==> config.mk <==
export PLATFORM = sky130hd
export DESIGN_NAME = scan_line_ssid_rssi_extractor_unit
export DESIGN_NICKNAME = d
export VERILOG_FILES = /design/src/rtl/slsre_pkg.sv /design/src/rtl/slsre_match_cell.sv /design/src/rtl/slsre_field_parser.sv /design/src/rtl/scan_line_ssid_rssi_extractor_unit.sv
export VERILOG_INCLUDE_DIRS = /design/src /design/src/rtl
export SDC_FILE = /design/constraint.sdc
export NUM_CORES = 1
export LEC_CHECK = 0
export ABC_AREA = 1
export BUFFER_PORTS_ARGS = -buffer_cell sky130_fd_sc_hd__buf_2
export CAP_MARGIN = 30
export CORE_ASPECT_RATIO = 1.75
export CORE_MARGIN = 8
export CORE_UTILIZATION = 30
export DETAILED_ROUTE_END_ITERATION = 12
export RECOVER_POWER = 50
export SLEW_MARGIN = 10
export SYNTH_ARGS = -nofsm -noshare
export SYNTH_HDL_FRONTEND = slang
export SYNTH_SLANG_ARGS = --single-unit
==> constraint.sdc <==
create_clock -name clk_i -period 10.4 [get_ports clk_i]
set_input_delay 1.56 -clock clk_i [delete_from_list [all_inputs] [get_ports clk_i]]
set_output_delay 1.56 -clock clk_i [all_outputs]
set_load 0.02 [all_outputs]
==> src/rtl/scan_line_ssid_rssi_extractor_unit_defines.svh <==
// assertion macros for the scan line ssid/rssi extractor
// used by the top level only, needs no other file
`ifndef SCAN_LINE_SSID_RSSI_EXTRACTOR_UNIT_DEFINES_SVH
`define SCAN_LINE_SSID_RSSI_EXTRACTOR_UNIT_DEFINES_SVH

`ifndef SYNTHESIS
// same-cycle implication
`define SLSRE_ASSERT_IMP(lbl, clk, rstn, ante, cons) \
  lbl: assert property (@(posedge clk) disable iff (!rstn) (ante) |-> (cons)) \
    else $error("slsre: same-cycle check failed");
// next-cycle implication
`define SLSRE_ASSERT_NXT(lbl, clk, rstn, ante, cons) \
  lbl: assert property (@(posedge clk) disable iff (!rstn) (ante) |=> (cons)) \
    else $error("slsre: next-cycle check failed");
`else
`define SLSRE_ASSERT_IMP(lbl, clk, rstn, ante, cons)
`define SLSRE_ASSERT_NXT(lbl, clk, rstn, ante, cons)
`endif

`endif

==> src/rtl/slsre_pkg.sv <==
// shared types and constants of the scan line ssid/rssi extractor
// no dependencies
package slsre_pkg;

  localparam int unsigned NUM_SSID_REGS = 4;
  localparam int unsigned LEN_W         = 6;
  localparam int unsigned ACC_W         = 17;
  localparam int unsigned RSSI_W        = 16;
  localparam int unsigned CFG_DATA_W    = 64;
  localparam int unsigned CFG_ADDR_W    = 6;

  // character codes
  localparam logic [7:0] CH_NUL     = 8'h00;
  localparam logic [7:0] CH_TAB     = 8'h09;
  localparam logic [7:0] CH_NEWLINE = 8'h0A;
  localparam logic [7:0] CH_CR      = 8'h0D;
  localparam logic [7:0] CH_SPACE   = 8'h20;
  localparam logic [7:0] CH_PLUS    = 8'h2B;
  localparam logic [7:0] CH_COMMA   = 8'h2C;
  localparam logic [7:0] CH_MINUS   = 8'h2D;
  localparam logic [7:0] CH_DIGIT0  = 8'h30;
  localparam logic [7:0] CH_DIGIT9  = 8'h39;

  // register index (address bits 5:3)
  typedef enum logic [2:0] {
    REG_SSID_0_7   = 3'd0,
    REG_SSID_8_15  = 3'd1,
    REG_SSID_16_23 = 3'd2,
    REG_SSID_24_31 = 3'd3,
    REG_SSID_LEN   = 3'd4
  } cfg_reg_e;

  // per-byte control handed from the parser to the match cells
  typedef struct packed {
    logic       take;   // byte enters the current line
    logic       clear;  // current line closes this cycle
    logic [7:0] data;
  } byte_ctrl_t;

  typedef struct packed {
    logic                     found;
    logic signed [RSSI_W-1:0] rssi;
  } result_t;

endpackage

==> src/rtl/slsre_match_cell.sv <==
// one cell of the ssid matcher chain: holds "ssid prefix up to here matched"
// depends on slsre_pkg
module slsre_match_cell (
  input  logic                   clk_i,
  input  logic                   rst_ni,
  input  slsre_pkg::byte_ctrl_t  ctrl_i,
  input  logic [7:0]             ssid_byte_i,
  input  logic                   prev_match_i,
  output logic                   hit_o,
  output logic                   match_o
);

  logic match_d, match_q;

  // prefix one shorter matched on the previous byte and this byte matches
  assign hit_o = ctrl_i.take && prev_match_i && (ctrl_i.data == ssid_byte_i);

  always_comb begin
    match_d = match_q;
    if (ctrl_i.clear) begin
      match_d = 1'b0;
    end else if (ctrl_i.take) begin
      match_d = hit_o;
    end
  end

  always_ff @(posedge clk_i or negedge rst_ni) begin
    if (!rst_ni) begin
      match_q <= 1'b0;
    end else begin
      match_q <= match_d;
    end
  end

  assign match_o = match_q;

endmodule

==> src/rtl/slsre_field_parser.sv <==
// line, field and number parser with the per-report result latch
// depends on slsre_pkg
module slsre_field_parser (
  input  logic                   clk_i,
  input  logic                   rst_ni,
  input  logic                   accept_i,
  input  logic [7:0]             byte_i,
  input  logic                   last_i,
  input  logic                   ssid_hit_i,
  output slsre_pkg::byte_ctrl_t  ctrl_o,
  output logic                   res_valid_o,
  output slsre_pkg::result_t     res_o
);

  typedef enum logic [1:0] {
    PH_LEAD   = 2'd0,
    PH_DIGITS = 2'd1,
    PH_DONE   = 2'd2
  } phase_e;

  localparam logic [slsre_pkg::ACC_W-1:0] ACC_SAT = slsre_pkg::ACC_W'(32768);
  localparam logic [slsre_pkg::ACC_W-1:0] POS_MAX = slsre_pkg::ACC_W'(32767);

  logic       nonempty_q, nonempty_d;
  logic       has_ssid_q, has_ssid_d;
  logic [1:0] fields_q, fields_d;
  logic       field_bytes_q, field_bytes_d;
  phase_e     phase_q, phase_d;
  logic [slsre_pkg::ACC_W-1:0] acc_q, acc_d;
  logic       neg_q, neg_d;
  logic       third_q, third_d;
  logic       latched_q, latched_d;
  logic       lfound_q, lfound_d;
  logic [slsre_pkg::RSSI_W-1:0] lrssi_q, lrssi_d;
  logic       ended_q, ended_d;

  logic       is_nul, is_nl, is_digit, is_space, is_sign;
  logic [19:0] acc_mul;
  logic [slsre_pkg::ACC_W-1:0] acc_step, acc_neg;
  logic [slsre_pkg::RSSI_W-1:0] rssi_c;
  logic       close_ok, found_c;
  logic [slsre_pkg::RSSI_W-1:0] lrssi_c;

  assign is_nul   = (byte_i == slsre_pkg::CH_NUL);
  assign is_nl    = (byte_i == slsre_pkg::CH_NEWLINE);
  assign is_digit = (byte_i >= slsre_pkg::CH_DIGIT0) && (byte_i <= slsre_pkg::CH_DIGIT9);
  assign is_space = (byte_i == slsre_pkg::CH_SPACE) ||
                    ((byte_i >= slsre_pkg::CH_TAB) && (byte_i <= slsre_pkg::CH_CR));
  assign is_sign  = (byte_i == slsre_pkg::CH_PLUS) || (byte_i == slsre_pkg::CH_MINUS);

  assign ctrl_o.data  = byte_i;
  assign ctrl_o.take  = accept_i && !ended_q && !is_nul && !is_nl;
  assign ctrl_o.clear = accept_i && (last_i || (!ended_q && (is_nul || is_nl)));

  // times ten as shift and add, then digit, saturating at 32768
  assign acc_mul  = {acc_q, 3'b000} + {2'b00, acc_q, 1'b0} + {16'd0, byte_i[3:0]};
  assign acc_step = (acc_mul > 20'(ACC_SAT)) ? ACC_SAT : acc_mul[slsre_pkg::ACC_W-1:0];

  always_comb begin
    nonempty_d    = nonempty_q;
    has_ssid_d    = has_ssid_q;
    fields_d      = fields_q;
    field_bytes_d = field_bytes_q;
    phase_d       = phase_q;
    acc_d         = acc_q;
    neg_d         = neg_q;
    third_d       = third_q;

    if (ctrl_o.take) begin
      nonempty_d = 1'b1;
      has_ssid_d = has_ssid_q || ssid_hit_i;
      if (byte_i == slsre_pkg::CH_COMMA) begin
        if (field_bytes_q) begin
          if (fields_q == 2'd2) begin
            phase_d = PH_DONE;
          end else begin
            fields_d = fields_q + 2'd1;
          end
        end
        field_bytes_d = 1'b0;
      end else begin
        field_bytes_d = 1'b1;
        if ((fields_q == 2'd2) && (phase_q != PH_DONE)) begin
          third_d = 1'b1;
          unique case (phase_q)
            PH_LEAD: begin
              if (is_space) begin
                phase_d = PH_LEAD;
              end else if (is_sign) begin
                neg_d   = (byte_i == slsre_pkg::CH_MINUS);
                phase_d = PH_DIGITS;
              end else if (is_digit) begin
                phase_d = PH_DIGITS;
                acc_d   = acc_step;
              end else begin
                phase_d = PH_DONE;
              end
            end
            PH_DIGITS: begin
              if (is_digit) begin
                acc_d = acc_step;
              end else begin
                phase_d = PH_DONE;
              end
            end
            default: begin
              phase_d = phase_q;
            end
          endcase
        end
      end
    end
  end

  // value of the line as it closes
  assign acc_neg = slsre_pkg::ACC_W'(0) - acc_d;
  assign rssi_c  = neg_d ? acc_neg[slsre_pkg::RSSI_W-1:0] :
                   ((acc_d > POS_MAX) ? POS_MAX[slsre_pkg::RSSI_W-1:0]
                                      : acc_d[slsre_pkg::RSSI_W-1:0]);

  assign close_ok = ctrl_o.clear && nonempty_d && has_ssid_d && !latched_q;
  assign found_c  = close_ok ? third_d : lfound_q;
  assign lrssi_c  = close_ok ? (third_d ? rssi_c : '0) : lrssi_q;

  assign res_valid_o = accept_i && last_i;
  assign res_o.found = found_c;
  assign res_o.rssi  = found_c ? $signed(lrssi_c) : '0;

  always_comb begin
    latched_d = latched_q || close_ok;
    lfound_d  = found_c;
    lrssi_d   = lrssi_c;
    ended_d   = ended_q || (accept_i && is_nul);
    if (accept_i && last_i) begin
      latched_d = 1'b0;
      lfound_d  = 1'b0;
      lrssi_d   = '0;
      ended_d   = 1'b0;
    end
  end

  always_ff @(posedge clk_i or negedge rst_ni) begin
    if (!rst_ni) begin
      nonempty_q    <= 1'b0;
      has_ssid_q    <= 1'b0;
      fields_q      <= 2'd0;
      field_bytes_q <= 1'b0;
      phase_q       <= PH_LEAD;
      acc_q         <= '0;
      neg_q         <= 1'b0;
      third_q       <= 1'b0;
      latched_q     <= 1'b0;
      lfound_q      <= 1'b0;
      lrssi_q       <= '0;
      ended_q       <= 1'b0;
    end else begin
      if (ctrl_o.clear) begin
        nonempty_q    <= 1'b0;
        has_ssid_q    <= 1'b0;
        fields_q      <= 2'd0;
        field_bytes_q <= 1'b0;
        phase_q       <= PH_LEAD;
        acc_q         <= '0;
        neg_q         <= 1'b0;
        third_q       <= 1'b0;
      end else begin
        nonempty_q    <= nonempty_d;
        has_ssid_q    <= has_ssid_d;
        fields_q      <= fields_d;
        field_bytes_q <= field_bytes_d;
        phase_q       <= phase_d;
        acc_q         <= acc_d;
        neg_q         <= neg_d;
        third_q       <= third_d;
      end
      latched_q <= latched_d;
      lfound_q  <= lfound_d;
      lrssi_q   <= lrssi_d;
      ended_q   <= ended_d;
    end
  end

endmodule

==> src/rtl/scan_line_ssid_rssi_extractor_unit.sv <==
// top level of the scan line ssid/rssi extractor
// depends on slsre_pkg, slsre_match_cell, slsre_field_parser and the defines header
//
// Takes a scan report one byte per word and one word per clock, with no gaps
// needed. A row of MAX_SSID_BYTES match cells, one per ssid byte, shifts a
// "prefix matched" flag along with every byte, so the ssid is found anywhere
// in a line without a byte window or a wide compare. The parser beside it
// tracks comma fields of the line and reads the third one like atoi,
// saturating to 16 bits. The first non-empty line holding the ssid decides;
// its value comes out as one word in the cycle after the byte flagged
// end_of_report is taken. A zero byte ends the report content. The result
// register frees itself as it is taken, so input only stalls while a result
// sits stalled at the output. Critical path: the times-ten digit step, the
// negate and the result select. No clearing pass after reset.
// Configuration (APB, 64-bit data, register i at byte address 8*i) may only
// be written while no report is in flight.
module scan_line_ssid_rssi_extractor_unit #(
  parameter int unsigned MAX_SSID_BYTES = 32
) (
  input  logic                                clk_i,
  input  logic                                rst_ni,
  // byte input
  input  logic                                in_valid_i,
  output logic                                in_stall_o,
  input  logic [7:0]                          report_byte_i,
  input  logic                                end_of_report_i,
  // result output
  output logic                                out_valid_o,
  input  logic                                out_stall_i,
  output logic                                found_o,
  output logic signed [slsre_pkg::RSSI_W-1:0] rssi_o,
  // configuration
  input  logic                                psel,
  input  logic                                penable,
  input  logic                                pwrite,
  input  logic [slsre_pkg::CFG_ADDR_W-1:0]    paddr,
  input  logic [slsre_pkg::CFG_DATA_W-1:0]    pwdata,
  output logic [slsre_pkg::CFG_DATA_W-1:0]    prdata,
  output logic                                pready
);

  `include "scan_line_ssid_rssi_extractor_unit_defines.svh"

  // ssid registers and length
  logic [slsre_pkg::CFG_DATA_W-1:0] ssid_q [slsre_pkg::NUM_SSID_REGS];
  logic [slsre_pkg::LEN_W-1:0]      ssid_len_q;
  logic                             cfg_wr;
  slsre_pkg::cfg_reg_e              cfg_idx;

  assign pready  = 1'b1;
  assign cfg_wr  = psel && penable && pwrite && pready;
  assign cfg_idx = slsre_pkg::cfg_reg_e'(paddr[5:3]);

  always_ff @(posedge clk_i or negedge rst_ni) begin
    if (!rst_ni) begin
      for (int r = 0; r < slsre_pkg::NUM_SSID_REGS; r++) begin
        ssid_q[r] <= '0;
      end
      ssid_len_q <= '0;
    end else if (cfg_wr) begin
      unique case (cfg_idx)
        slsre_pkg::REG_SSID_0_7:   ssid_q[0]  <= pwdata;
        slsre_pkg::REG_SSID_8_15:  ssid_q[1]  <= pwdata;
        slsre_pkg::REG_SSID_16_23: ssid_q[2]  <= pwdata;
        slsre_pkg::REG_SSID_24_31: ssid_q[3]  <= pwdata;
        slsre_pkg::REG_SSID_LEN:   ssid_len_q <= pwdata[slsre_pkg::LEN_W-1:0];
        default: begin
          // writes past the register list are dropped
        end
      endcase
    end
  end

  always_comb begin
    unique case (cfg_idx)
      slsre_pkg::REG_SSID_0_7:   prdata = ssid_q[0];
      slsre_pkg::REG_SSID_8_15:  prdata = ssid_q[1];
      slsre_pkg::REG_SSID_16_23: prdata = ssid_q[2];
      slsre_pkg::REG_SSID_24_31: prdata = ssid_q[3];
      slsre_pkg::REG_SSID_LEN:
        prdata = {{(slsre_pkg::CFG_DATA_W-slsre_pkg::LEN_W){1'b0}}, ssid_len_q};
      default:                   prdata = '0;
    endcase
  end

  // length clamped to the cells present
  logic [slsre_pkg::LEN_W-1:0] len_eff;
  assign len_eff = (ssid_len_q > slsre_pkg::LEN_W'(MAX_SSID_BYTES)) ?
                   slsre_pkg::LEN_W'(MAX_SSID_BYTES) : ssid_len_q;

  // handshake: input waits only while a finished word is held at the output
  logic in_acc;
  assign in_stall_o = out_valid_o && out_stall_i;
  assign in_acc     = in_valid_i && !in_stall_o;

  slsre_pkg::byte_ctrl_t ctrl;
  slsre_pkg::result_t    res;
  logic                  res_valid;
  logic                  ssid_hit;
  logic                  sel_hit;

  logic [MAX_SSID_BYTES-1:0] hit_vec;
  logic [MAX_SSID_BYTES-1:0] match_vec;

  // the matcher row: cell j says the first j+1 ssid bytes end at this byte
  for (genvar j = 0; j < MAX_SSID_BYTES; j++) begin : g_cell
    logic prev_match;
    if (j == 0) begin : g_head
      assign prev_match = 1'b1;
    end else begin : g_link
      assign prev_match = match_vec[j-1];
    end
    slsre_match_cell u_cell (
      .clk_i       (clk_i),
      .rst_ni      (rst_ni),
      .ctrl_i      (ctrl),
      .ssid_byte_i (ssid_q[j/8][8*(j%8) +: 8]),
      .prev_match_i(prev_match),
      .hit_o       (hit_vec[j]),
      .match_o     (match_vec[j])
    );
  end

  // pick the cell at the configured length; empty ssid matches any byte
  always_comb begin
    sel_hit = 1'b0;
    for (int j = 0; j < MAX_SSID_BYTES; j++) begin
      if (len_eff == slsre_pkg::LEN_W'(j + 1)) begin
        sel_hit = hit_vec[j];
      end
    end
  end
  assign ssid_hit = sel_hit || ((len_eff == '0) && ctrl.take);

  slsre_field_parser u_parser (
    .clk_i      (clk_i),
    .rst_ni     (rst_ni),
    .accept_i   (in_acc),
    .byte_i     (report_byte_i),
    .last_i     (end_of_report_i),
    .ssid_hit_i (ssid_hit),
    .ctrl_o     (ctrl),
    .res_valid_o(res_valid),
    .res_o      (res)
  );

  // output register
  logic                     out_valid_q, out_valid_d;
  logic                     found_q;
  logic [slsre_pkg::RSSI_W-1:0] rssi_q;

  assign out_valid_d = res_valid || (out_valid_q && out_stall_i);

  always_ff @(posedge clk_i or negedge rst_ni) begin
    if (!rst_ni) begin
      out_valid_q <= 1'b0;
    end else begin
      out_valid_q <= out_valid_d;
    end
  end

  always_ff @(posedge clk_i) begin
    if (res_valid) begin
      found_q <= res.found;
      rssi_q  <= res.rssi;
    end
  end

  assign out_valid_o = out_valid_q;
  assign found_o     = found_q;
  assign rssi_o      = $signed(rssi_q);

  // checks
  `SLSRE_ASSERT_IMP(a_nofound_zero, clk_i, rst_ni, out_valid_o && !found_o, rssi_o == '0)
  `SLSRE_ASSERT_NXT(a_end_gives_word, clk_i, rst_ni, in_acc && end_of_report_i, out_valid_o)
  `SLSRE_ASSERT_NXT(a_cells_cleared, clk_i, rst_ni, in_acc && end_of_report_i, match_vec == '0)

endmodule

## Yosys cells after proc, flatten, opt, wreduce, memory -nomap -nowiden

Index checks and enable logic that the tools add are counted.

- Output and inout port bits: 84
- Register bits after elaboration: 356

- Equality and inequality tests: 80
- Add/subtract/negate cells: 4
- Mux-type cells: 148
- Reduce and logical (&&, ||, !) cells: 111
- $lt $le $gt $ge: 7

Operators with widths:

| cell | number |
|---|---|
| 64-bit case mux with 5 select lines | 1 |
| 8-bit == test | 32 |
| 17-bit 2-to-1 mux | 8 |
| 1-bit 2-to-1 mux | 116 |
| 6-bit by 5-bit == test with 1-bit output (second input constant) | 16 |
| 1-bit logical AND | 81 |
| 16-bit 2-to-1 mux | 5 |
| 6-bit by 4-bit == test with 1-bit output (second input constant) | 8 |
| 17-bit case mux with 2 select lines | 1 |
| 8-bit by 6-bit == test with 1-bit output (second input constant) | 4 |
| 2-bit 2-to-1 mux | 15 |
| 6-bit by 3-bit == test with 1-bit output (second input constant) | 4 |
| 20-bit by 18-bit adder with 20-bit output | 1 |
| 20-bit by 4-bit adder with 20-bit output | 1 |
| 20-bit by 16-bit greater-than comparator with 1-bit output (second input constant) | 1 |
| 17-bit by 15-bit greater-than comparator with 1-bit output (second input constant) | 1 |
| 1-bit by 16-bit subtractor with 16-bit output (first input constant) | 1 |
| 6-bit by 2-bit == test with 1-bit output (second input constant) | 2 |
| 2-bit AND reduction | 5 |
| 1-bit logical OR | 9 |
| 8-bit by 4-bit == test with 1-bit output (second input constant) | 1 |
| 8-bit by 4-bit greater-or-equal comparator with 1-bit output (second input constant) | 1 |
| 8-bit by 6-bit greater-or-equal comparator with 1-bit output (second input constant) | 1 |
| 8-bit by 4-bit <= comparator with 1-bit output (second input constant) | 1 |
| other kinds (27) | 34 |

## Longest topological paths before layout

- Depth after elaboration: 46
- Depth in mapped cells: 58

## By module

Synthesis repeated with hierarchy kept, for this count alone.

- Cell total of the unflattened synthesis: 3,299
- Area total of the unflattened synthesis: 22,861.9 sq um

Modules (own cells, without submodules):

| module | cells each | area each (sq um) | times used |
|---|---|---|---|
| scan_line_ssid_rssi_extractor_unit | 1,333 | 12,075.3 | 1 |
| slsre_match_cell | 38 | 191.4 | 32 |
| slsre_field_parser | 750 | 4,660.7 | 1 |

## Worst setup path after synthesis

Ideal clock, no wire load.

- Path type: input port to flip-flop
- Start: in report_byte_i[3]
- End: reg rssi_q, in the netlist rssi_o[8], data pin
- Stages: 37
- Data required time: 10.145 ns
- Setup time: 0.255 ns
- Buffers on the path: 1
- Arrival: 5.764 ns
- Slack: 4.381 ns
- Path through: fa_1 > fa_1 > a21oi_1 > o21bai_2 > nand2_1 > o211ai_1 > a21oi_1 > o21bai_1 > a21oi_1 > o21bai_1 > nand2_1 > nand2_1 > a21oi_1 > inv_2 > a21oi_1 > o21ai_1 > xor2_1 > nor3b_2 > nand3_1 > nand2_2 > buf_6 > nand3_1 > nand3_1 > o21ai_2 > inv_1 > ha_1 > nor2_1 > nand2_1 > nor2_1 > nand2_1 > nand2_1 > nand2_1 > inv_2 > a21oi_1 > nor2_1 > nor2_1 > nor2_1

- Word-level cells in the longest chain between the ends: 43
- Elaborated cells on any way between the ends: 182
- Those cells by class: 2 x add/sub; 6 x order compare; 37 x eq/ne; 55 x mux; 82 x reduce/logical

RTL lines:

| item | RTL line | source |
|---|---|---|
| start, declared | scan_line_ssid_rssi_extractor_unit.sv:25 | `input logic [7:0] report_byte_i,` |
| 8-bit logical NOT | slsre_field_parser.sv:44 | `assign is_nul = (byte_i == slsre_pkg::CH_NUL);` |
| 1-bit logical NOT | slsre_field_parser.sv:52 | `assign ctrl_o.take = accept_i && !ended_q && !is_nul && !is_nl;` |
| 1-bit logical AND (2 in a row) | slsre_field_parser.sv:52 |  |
| 1-bit logical AND | slsre_match_cell.sv:16 | `assign hit_o = ctrl_i.take && prev_match_i && (ctrl_i.data == ssid_byte_i);` |
| 1-bit 2-to-1 mux or 1-bit logical AND (tied branches) | scan_line_ssid_rssi_extractor_unit.sv:128, slsre_match_cell.sv:16 |  |
| 1-bit 2-to-1 mux (31 in a row) | scan_line_ssid_rssi_extractor_unit.sv:128 | `if (len_eff == slsre_pkg::LEN_W'(j + 1)) begin` |
| 1-bit logical OR | scan_line_ssid_rssi_extractor_unit.sv:133 | `assign ssid_hit = sel_hit \|\| ((len_eff == '0) && ctrl.take);` |
| 1-bit logical OR | slsre_field_parser.sv:71 | `has_ssid_d = has_ssid_q \|\| ssid_hit_i;` |
| 1-bit 2-to-1 mux | slsre_field_parser.sv:69 | `if (ctrl_o.take) begin` |
| 1-bit logical AND (2 in a row) | slsre_field_parser.sv:121 | `assign close_ok = ctrl_o.clear && nonempty_d && has_ssid_d && !latched_q;` |
| 16-bit 2-to-1 mux or 1-bit 2-to-1 mux (tied branches) | slsre_field_parser.sv:123, slsre_field_parser.sv:122 |  |
| end signal, assigned | scan_line_ssid_rssi_extractor_unit.sv:165 | `rssi_q <= res.rssi;` |
| end, declared | scan_line_ssid_rssi_extractor_unit.sv:150 | `logic [slsre_pkg::RSSI_W-1:0] rssi_q;` |

Parallel ways exist; a longest one is shown, timed or not.
A chain may end at the register's enable or synchronous reset.

## Worst setup path after layout

- Start: in paddr[3] in the netlist's numbering
- End: out prdata[6] in the netlist's numbering

- Word-level cells in the longest chain between the ends: 2
- Elaborated cells on any way between the ends: 6
- Those cells by class: 4 x eq/ne; 1 x mux; 1 x reduce/logical

RTL lines:

| item | RTL line | source |
|---|---|---|
| start, declared | scan_line_ssid_rssi_extractor_unit.sv:36 | `input logic [slsre_pkg::CFG_ADDR_W-1:0] paddr,` |
| 3-bit == test, or another cell as far along | scan_line_ssid_rssi_extractor_unit.sv:75 | `unique case (cfg_idx)` |
| 64-bit case mux with 5 select lines (*) | scan_line_ssid_rssi_extractor_unit.sv:75 |  |
| end, declared | scan_line_ssid_rssi_extractor_unit.sv:38 | `output logic [slsre_pkg::CFG_DATA_W-1:0] prdata,` |

Every way passes the cells marked *; elsewhere a longest branch is shown, timed or not.

==> summary.md <==
| Metric | Value |
|---|---|
| Most common cell after layout, fill and taps aside | `nand2_1` |
| Setup Fix Bufs, Post-CTS | `0` |
| Pin count of the biggest net entering global routing | `between 100 and 150` |
| Drt pass-1 iters | `6` |
| Post-Syn Area | `approximately 0.021 mm²` |
| RSZ-0062 raised after global routing | `no` |
| Status | `complete, but fails checks` |
| Post-synthesis to final-layout area growth | `13.8%` |
| DRC | `0` |
| Final Non-Filler Cells | `3743` |
| Most frequent cells in the layout | `nand2_1 (654), o21ai_0 (361), dfrtp_1 (339)` |
| Cts hold-fix bufs | `0` |
| First-pass GRT wire length | `116000 µm` |
| Post-route ant nets | `0` |
| Area leader, netlist | `dfrtp_1` |
| Post-synthesis sequential area ratio | `0.434` |
| DR vias | `19400` |
| Final Slew Violations | `approximately 320` |
| WS Path Type | `input port to primary output` |
| Core Rows | `approximately 130` |
| Die Width | `215 µm` |
| Final HPWL DP | `52700 µm` |
| # setup viols final | `0` |
| Top cells by area, synth | `dfrtp_1 (41%), nand2_1 (12%), o21ai_0 (8.7%), inv_1 (5.0%), nor2_1 (4.2%)` |
| H-tree Lvls | `2` |
| Num Clock Sinks | `356` |
| Period utilization | `0.855` |
| # fillers | `7363` |
| Measured slew at the worst slew-check pin | `about 7 ns` |
| Drt wl/cell | `20.3 µm` |
| Yosys warns | `0` |
| Synth cell types | `57` |
| CP startpoint kind | `input port` |
| CP top delay family | `buffers and inverters` |
| Peak VDD IR | `0.0898 mV` |
| EDFF count, synth | `17` |
| Final RePlAce weighted congestion | `between 0.9 and 1` |
| Crit-path slowest cell | `clkbuf_1` |
| Final hold viol count | `0` |
| Post-Syn Nets | `2850` |
| Top FF cell, synth | `dfrtp_1` |
| Min Tclk post-route | `8.89 ns` |
| Port bufs | `165` |
| FF+latch count, synth | `356` |
| Ys async rst share | `0.952` |
| Die ar. | `0.0781 mm²` |
| Initial antenna violation count | `1` |
| Crit-path most repeated cell | `clkbuf_1` |
| Initial drt markers | `~1500` |
| DIE HEIGHT | `364 µm` |
| Share of the synthesized area in the top cell type | `0.409` |
| CTS Buffer Depth | `3` |
| Share of cells above drive strength 1 | `0.104` |
| Initial Util | `0.303` |
| Syn Inst Count | `2726` |
| Core area | `0.0685 mm²` |
| Cell total after placement | `3668` |
| Num CTS Buffers | `38` |
| Total GRT Usage | `0.189` |
| PwrDens | `171 mW/mm²` |
| Max incr delay on CP | `2.24 ns` |
| Routed WL | `76200 µm` |
| Vias per inst | `5.19` |
| Final core utilization | `0.345` |
| Reg clk slew, reported paths | `0.06 ns` |
| Worst path buffer plus inverter count | `6` |
| CP Cell Sequence | `clkbuf_1 -> inv_1 -> nor3_1 -> clkbuf_1 -> clkinv_1 -> buf_4 -> nor2_1 -> a221oi_1 -> o21ai_0 -> buf_2` |
| Max FO, Critical Path | `40` |
| # IOs | `between 150 and 200` |
| Required @ worst endpoint | `8.84 ns` |
| Sum Neg Setup Slack | `0 ns` |
| Total Nets Final | `2933` |
| Clk_skew | `0.0236 ns` |
| Leakage dissipation | `11.0 nW` |
| Clock Latency Late Sink | `between 0.5 and 0.6 ns` |
| Relative slew slack | `-3.64` |
| CTS tree | `built` |
| Achievable Freq | `0.112 GHz` |
| Failing checks | `max-capacitance violations, max-slew violations` |
| Max-cap violations | `6` |
| HP Class | `flip-flop to flip-flop` |
| Total congestion overflow | `0` |
| WP data arrival | `7.33 ns` |
| Post-cts resize count | `0` |
| Number of global-route vias before repair | `just under 20000` |
| Syn Area/Cell | `7.61 µm²` |
| Root Buffer | `clkbuf_16` |
| Crit end category | `primary output` |
power breakdown:
| group | internal (mW) | switching, mW | total [mW] |
|---|---|---|---|
| combinational | 0.282 | 0.543 | 0.825 |
| sequential | 1.59 | 0.197 | 1.79 |
| clock | 0.804 | 0.614 | 1.42 |
worst register-to-register path: cells and delay by family (launching register included):
| kind | cells | cell delay, ns |
|---|---|---|
| xor+xnor | 1 | 0.15 |
| fa+ha+maj | 3 | 1.15 |
| flops | 1 | 0.47 |
| simple gates | 16 | 1.72 |
| compound gates | 14 | 2.07 |
| buf+inv | 2 | 0.14 |
through the flow:
step / cell area [µm²] / hold WS [ns] / setup WS [ns] / power [mW]
3_3_place_gp: 22300 / 0.450 / 2.73 / 2.62
5_1_grt: 23600 / 0.497 / 1.41 / 4.24
3_5_place_dp: 22300 / 0.458 / 2.66 / 2.64
4_1_cts: 23600 / 0.468 / 3.24 / 4.07
2_1_floorplan: 20700 / 0.434 / 4.38 / 2.31
6_report: 23600 / 0.465 / 1.51 / 4.03
kinds of logic after synthesis:
group	synth area share
compound gates	0.204
simple gates	0.204
xor+xnor	0.0443
fa+ha+maj	0.0236
other cells	0.000181
buf+inv	0.0901
flops	0.434
synthesized netlist by cell type, drive strengths merged (12+ instances only):
cell type,count
edfxtp,17
a22oi,42
o21ai,388
o22ai,78
xnor2,41
nor2,234
a21oi,78
a221oi,27
clkbuf,104
inv,308
ha,36
a311oi,12
a211oi,14
nor3,25
xor2,64
buf,55
nand2,659
nand4,21
nand3,92
a2111oi,15
o2111ai,12
dfrtp,339
o211ai,12
cell type report:
class	count	area (µm²)	share of cell area
Antenna cell	1	2.50	0.000106
Clock buffer	55	1070	0.0455
Clock inverter	15	190	0.00806
Inverter	312	1170	0.0498
Multi-Input combinational cell	1899	9900	0.420
Sequential cell	356	8990	0.381
Tap cell	903	1130	0.0479
Timing Repair Buffer	202	1130	0.0479
state kept, by name (all words and copies together), names as in the netlist, 2 cells and up:
name	count
g_cell.u_cell.match_o	31
rssi_o	16
ssid_len_q	6
ssid_q	256
u_parser.acc_q	17
u_parser.fields_q	2
u_parser.lrssi_q	16
u_parser.phase_q	2
metal layers:
layer / vias to the layer above / global-route usage / routed length (µm)
met5: - / 0 / 0
met3: 236 / 0.0272 / 4040
met1: 9269 / 0.210 / 29000
li1: 9234 / - / -
met2: 697 / 0.336 / 37900
met4: 0 / 0.121 / 5160
path summary, 6_finish.rpt:
kind | from | to | slack, ns | depth (start not counted)
max reg2reg | u_parser.acc_q[0]$_DFF_PN0_ | rssi_o[1]$_SDFFCE_PN0P_ | 4.49 | 36
min in group asynchronous | rst_ni | u_parser.lfound_q$_DFF_PN0_ | 3.61 | 1
min | u_parser.fields_q[0]$_DFFE_PN0P_ | u_parser.fields_q[0]$_DFFE_PN0P_ | 0.47 | 1
max | paddr[3] | prdata[6] | 1.51 | 10
max in group asynchronous | rst_ni | ssid_q[247]$_DFFE_PN0P_ | 2.67 | 2
min reg2reg | u_parser.fields_q[0]$_DFFE_PN0P_ | u_parser.fields_q[0]$_DFFE_PN0P_ | 0.47 | 1
Note: power is estimated with default switching activity, not from simulation.
